`config.mk`:
```
export PLATFORM = sky130hd
export DESIGN_NAME = pzt_row_unit
export DESIGN_NICKNAME = d
export VERILOG_FILES = /design/src/pzt_pkg.sv /design/src/pzt_row_unit.sv
export SDC_FILE = /design/constraint.sdc
export NUM_CORES = 1
export LEC_CHECK = 0
export BUFFER_PORTS_ARGS = -buffer_cell sky130_fd_sc_hd__buf_2
export CORE_MARGIN = 2
export CORE_UTILIZATION = 50
export DETAILED_ROUTE_END_ITERATION = 6
export GPL_ROUTABILITY_DRIVEN = 0
export GPL_TIMING_DRIVEN = 0
export MAX_ROUTING_LAYER = met4
export PLACE_DENSITY_LB_ADDON = 0.15
export SYNTH_ARGS = -nofsm -noshare
export SYNTH_HDL_FRONTEND = slang
export SYNTH_SLANG_ARGS = --single-unit
```
`constraint.sdc`:
```
create_clock -name vclk -period 21.9
set_input_delay 2.19 -clock vclk [all_inputs]
set_output_delay 2.19 -clock vclk [all_outputs]
set_load 0.02 [all_outputs]
```
`src/pzt_pkg.sv`:
```
package pzt_pkg;

   // Width used for all row arithmetic, wide enough for the default 21-bit row width plus margin.
   localparam int CALC_W = 34;

   // Retention register limits and reset value.
   localparam int RET_W = 20;
   localparam logic [RET_W-1:0] RET_MIN = 20'd1;
   localparam logic [RET_W-1:0] RET_MAX = 20'd1000000;
   localparam logic [RET_W-1:0] RET_RESET = 20'd10000;

   // Field widths of the transfers.
   localparam int KIND_W = 3;
   localparam int CUR_W = 10;
   localparam int VOFF_W = 20;
   localparam int TARGET_W = 21;
   localparam int COUNT_W = 9;

   // Event kinds.
   localparam logic [KIND_W-1:0] KIND_PROMPT = 3'd0;
   localparam logic [KIND_W-1:0] KIND_DONE = 3'd1;
   localparam logic [KIND_W-1:0] KIND_SCROLL = 3'd2;
   localparam logic [KIND_W-1:0] KIND_NAV_UP = 3'd3;
   localparam logic [KIND_W-1:0] KIND_NAV_DOWN = 3'd4;
   localparam logic [KIND_W-1:0] KIND_CANCEL = 3'd5;
   localparam logic [KIND_W-1:0] KIND_CLEAR = 3'd6;

   // Sequencer states.
   typedef enum logic [7:0] {
      ST_IDLE   = 8'b0000_0001,
      ST_NAGE   = 8'b0000_0010,
      ST_NSTART = 8'b0000_0100,
      ST_RD     = 8'b0000_1000,
      ST_AP     = 8'b0001_0000,
      ST_AE     = 8'b0010_0000,
      ST_CMP    = 8'b0100_0000,
      ST_DONE   = 8'b1000_0000
   } state_type;

   // Flags from the shared row unit.
   typedef struct packed {
      logic lt_negr;
      logic lt_start;
      logic gt_start;
   } row_flags_type;

endpackage

```
`src/pzt_row_unit.sv`:
```
module pzt_row_unit #(
   parameter int RW = 21
) (
   input  logic signed [pzt_pkg::CALC_W-1:0] value,
   input  logic                              age,
   input  logic signed [pzt_pkg::CALC_W-1:0] negr,
   input  logic signed [pzt_pkg::CALC_W-1:0] start,
   output logic signed [RW-1:0]              result,
   output pzt_pkg::row_flags_type            flags
);

   localparam logic signed [pzt_pkg::CALC_W-1:0] ROW_HI =
      pzt_pkg::CALC_W'((64'sd1 <<< (RW - 1)) - 64'sd1);
   localparam logic signed [pzt_pkg::CALC_W-1:0] ROW_LO = -ROW_HI - 1;

   logic signed [pzt_pkg::CALC_W-1:0] step;
   logic signed [pzt_pkg::CALC_W-1:0] floor_row;
   logic signed [pzt_pkg::CALC_W-1:0] clamped;

   // When age is set, age by one row against the floor; then saturate to the row range.
   always_comb begin
      floor_row = negr - 1;
      step = age ? value - 1 : value;
      if (age && step < floor_row) begin
         step = floor_row;
      end
      clamped = step;
      if (step > ROW_HI) begin
         clamped = ROW_HI;
      end else if (step < ROW_LO) begin
         clamped = ROW_LO;
      end
   end

   assign result = clamped[RW-1:0];
   assign flags.lt_negr = clamped < negr;
   assign flags.lt_start = clamped < start;
   assign flags.gt_start = clamped > start;

endmodule

```
**Word-level counts from Yosys, hierarchy flattened**

Index checks and enable logic that the tools add are counted.

- Memory bits (writable): 0
- Bits of input ports: 103
- Register bits after elaboration: 0
- Memories kept: 0
- Output and inout bits: 24
- Bits in latches: 0
- Logic and storage cells: 13
- ROM bits: 0

- Div/mod/pow operators: 0
- Eq/ne operators: 0
- $lt $le $gt $ge: 6
- Muxes and demuxes: 4
- Add/sub/neg operators: 2
- Shift operators: 0
- Multipliers: 0
- Reduce and logical (&&, ||, !) cells: 1
- Bitwise logic cells: 0

Operator list:

| cell | number |
|---|---|
| 2-to-1 mux 34 bit | 4 |
| less-than comparator 34 bit | 3 |
| subtractor 34 x 2 -> 34 bit, second input constant | 2 |
| > comparator 34 x 21 -> 1 bit, second input constant | 1 |
| > comparator 34 bit | 1 |
| less-than comparator 34 x 21 -> 1 bit, second input constant | 1 |
| logical AND 1 bit | 1 |

**Longest topological paths before layout**

- Depth in word-level cells: 9
- Gate-level depth with buffers: 34

**Least setup slack after synthesis**

OpenSTA, ideal clock, no wires.

- Path kind: in2out
- Start point: input port negr[0] in the netlist's numbering
- End point: output port flags[2] in the netlist's numbering
- Arrival: 9,866 ps
- Path slack: 9,844 ps
- Cell stages on the path: 32
- Path buffers: 3
- Data required time: 19,710 ps
- Cell sequence: inv_1 -> ha_1 -> or4b_2 -> nor3_1 -> nand2_1 -> nor4_1 -> and3_1 -> xnor2_1 -> ha_1 -> nand4_1 -> or4_1 -> a211o_1 -> o211a_1 -> and4_1 -> or2_1 -> buf_2 -> buf_2 -> o41ai_1 -> nand4_1 -> ha_1 -> clkbuf_1 -> o21ai_0 -> ha_1 -> a21o_1 -> a21o_1 -> a21oi_1 -> o21bai_1 -> a21oi_1 -> o221ai_1 -> a2111o_1 -> o32a_2 -> mux2i_1

RTL lines:

| element | line | text |
|---|---|---|
| start, declared | pzt_row_unit.sv:6 | `input logic signed [pzt_pkg::CALC_W-1:0] negr,` |
| end, declared | pzt_row_unit.sv:9 | `output pzt_pkg::row_flags_type flags` |

==> qor.yml <==
synth:
  netlist_top_cells_area: "ha_1 (28%), xnor2_1 (8.9%), inv_1 (7.3%)"
  syn_nets: 865
  synth_top_area_share: 0.2844
  synthesis.area_um2: 4532
  synth.most_common_cell: "ha_1"
  ys.warnings.count: 0
  ys_types: 55
  netlist_instances: 659
  synthTopCellsByCount: "ha_1 (103), inv_1 (88), o21ai_0 (64)"
  ys_seq_area_frac: 0
  synth_area_per_cell_um2: 6.877
  synth_top_cell_by_area: "ha_1"
clock_network:
  cts_hold_buf: 0
  post_cts_resized: 0
  post-cts-setup-buffers: 0
timing:
  period_share: 0.5947
  tightestPinTransition_ps: 876.2
  fin_crit_ps: 13020
  rsz0062_at_grt: "false"
  whs_ps: 4962
  slew_violations: 0
  relSlewSlack: 0.4105
  setup_tns_ps: 0
  setup_viol: 0
  setup_slack_ps: 8877
  hold_violations: 0
  max_freq_mhz: 76.78
critical_path:
  cp.required_ps: 19710
  critPathKind: "in2out"
  worstPathMaxFanout: 10
  max_stage_delay_ps: 650
  crit_arrival_ps: 10830
  start_kind: "input port"
  end_kind: "primary output"
  critPathSlowestCell: "or4b_2"
drt:
  vias_per_cell: 5.838
  drtAntennaViolNets: 0
  dr.pass1.iters: 6
  drtIter0Drc: 234
  routed_wl_mm: 13.74
  wl_per_cell_um: 15.37
  dr_total_vias: 5219
  drcViolationCount: 0
floorplanning:
  die_w_um: 99.21
  dieHeight_um: 99.21
  core_um2: 8763
  pin_count: 127
  rows: 34
  die_area_um2: 9842
  start_util: 0.5171
power_and_ir_drop:
  irDropWorstVdd_v: 0.00001790
  p_clk_frac: 0
  seq_power_share: 0
  p_sw_mw: 0.09484
  combinationalPowerShare: 1.000
  p_leak_nw: 2.674
  powerDensity_nw_per_um2: 29.65
  sw_frac_of_total: 0.6032
  internal-power_mw: 0.06239
  totalPowerFinal_mw: 0.1572
final_layout:
  antenna_cells: 0
  fin_area_um2: 5303
  drive_above_1_share: 0.1947
  nets: 994
  area_delta_synth_final_pct: 17.01
  nClkBuffers: 0
  seq_cells: 0
  regArea_um2: 0
hold_path:
  hp-class: "in2out"
  holdPathStages: 5
place:
  dp_hpwl_mm: 12.22
  io_buffers: 127
  pre_cts_ws_ps: 8999
  placed_cell_area_um2: 5303
grt:
  grtUsageTotal: 0.2855
  grt_pass1_wl_mm: 23.00
  grt.overflow.total: 0
  antenna_found_initial: 0
  grt_max_degree: 11
  grt_pass1_vias: 5095
job:
  drv_cap: 0
outcome:
  status: "completed"
placed cells by master (no fill, tap or decap), types with 3 or more instances in the layout:
| cell | Yosys | routed |
|---|---|---|
| clkbuf_1 | 8 | 8 |
| nor4b_2 | 3 | 3 |
| nor4_1 | 22 | 22 |
| nor2b_1 | 5 | 5 |
| nand3_1 | 13 | 13 |
| buf_2 | 4 | 131 |
| and4_1 | 8 | 8 |
| nand2b_1 | 7 | 7 |
| a21oi_1 | 42 | 42 |
| inv_1 | 88 | 88 |
| nand4_1 | 19 | 19 |
| nor3_1 | 27 | 27 |
| a221oi_1 | 5 | 5 |
| ha_1 | 103 | 103 |
| or3_1 | 4 | 4 |
| or2_2 | 5 | 5 |
| xnor2_1 | 46 | 46 |
| mux2i_1 | 6 | 6 |
| a21o_1 | 21 | 21 |
| o21ai_0 | 64 | 64 |
| xor2_1 | 14 | 14 |
| nand2_1 | 58 | 58 |
| nor2_1 | 36 | 36 |
| or4_1 | 7 | 7 |
| o21a_1 | 3 | 3 |
metal layers:
metal | track usage | routed length, µm | part of all wire | up-vias
met5 | - | 0 | 0 | -
met4 | 0.04320 | 197 | 0.014 | 0
met3 | 0.02881 | 900 | 0.066 | 18
met2 | 0.5249 | 6944 | 0.51 | 180
met1 | 0.3425 | 5694 | 0.41 | 2374
li1 | - | - | - | 2647
logic make-up (layout without fill, tap and decap cells):
logic type	after synthesis	after routing	synth area share
AND/OR/NAND/NOR	232	232	0.2866
multiplexers	6	6	0.01325
adder cells (fa/ha/maj)	103	103	0.2844
AO/OA/AOI/OAI	156	156	0.2107
XOR/XNOR	61	61	0.1195
buffers and inverters	101	228	0.08559
power groups by stage:
| stage | Combinational, mW | Clock [mW] | Sequential (mW) |
|---|---|---|---|
| 2_1_floorplan | 0.104 | 0 | 0 |
| 3_3_place_gp | 0.149 | 0 | 0 |
| 3_5_place_dp | 0.155 | 0 | 0 |
| 4_1_cts | 0.156 | 0 | 0 |
| 5_1_grt | 0.178 | 0 | 0 |
| 6_report | 0.157 | 0 | 0 |
per-stage QoR:
step / utilization / instances
global placement: 0.6051 / 894
finish: 0.6051 / 894
floorplan: - / 659
detailed placement: 0.6051 / 894
global route: 0.6051 / 894
CTS: 0.6051 / 894
critical path, delay by kind of cell:
| family | cells | cell delay, ps |
|---|---|---|
| AND/OR/NAND/NOR | 10 | 2820 |
| AO/OA/AOI/OAI | 13 | 3160 |
| XOR/XNOR | 1 | 110 |
| multiplexers | 1 | 170 |
| adder cells (fa/ha/maj) | 4 | 1260 |
| buffers and inverters | 6 | 1120 |
worst paths after layout:
check | to | slack [ps] | from
setup / recovery | flags[2] | 8880 | negr[0]
hold / removal | flags[1] | 4960 | start[33]
area by class of cell:
type                       instances  area [µm²]
timing repair buffer             127       635.6
fill                             892        3461
tap                              108       135.1
inverter                          88       330.3
multi-input combinational        558        4144
buffer                            13       57.56
Power figures use the tool's default switching activity.
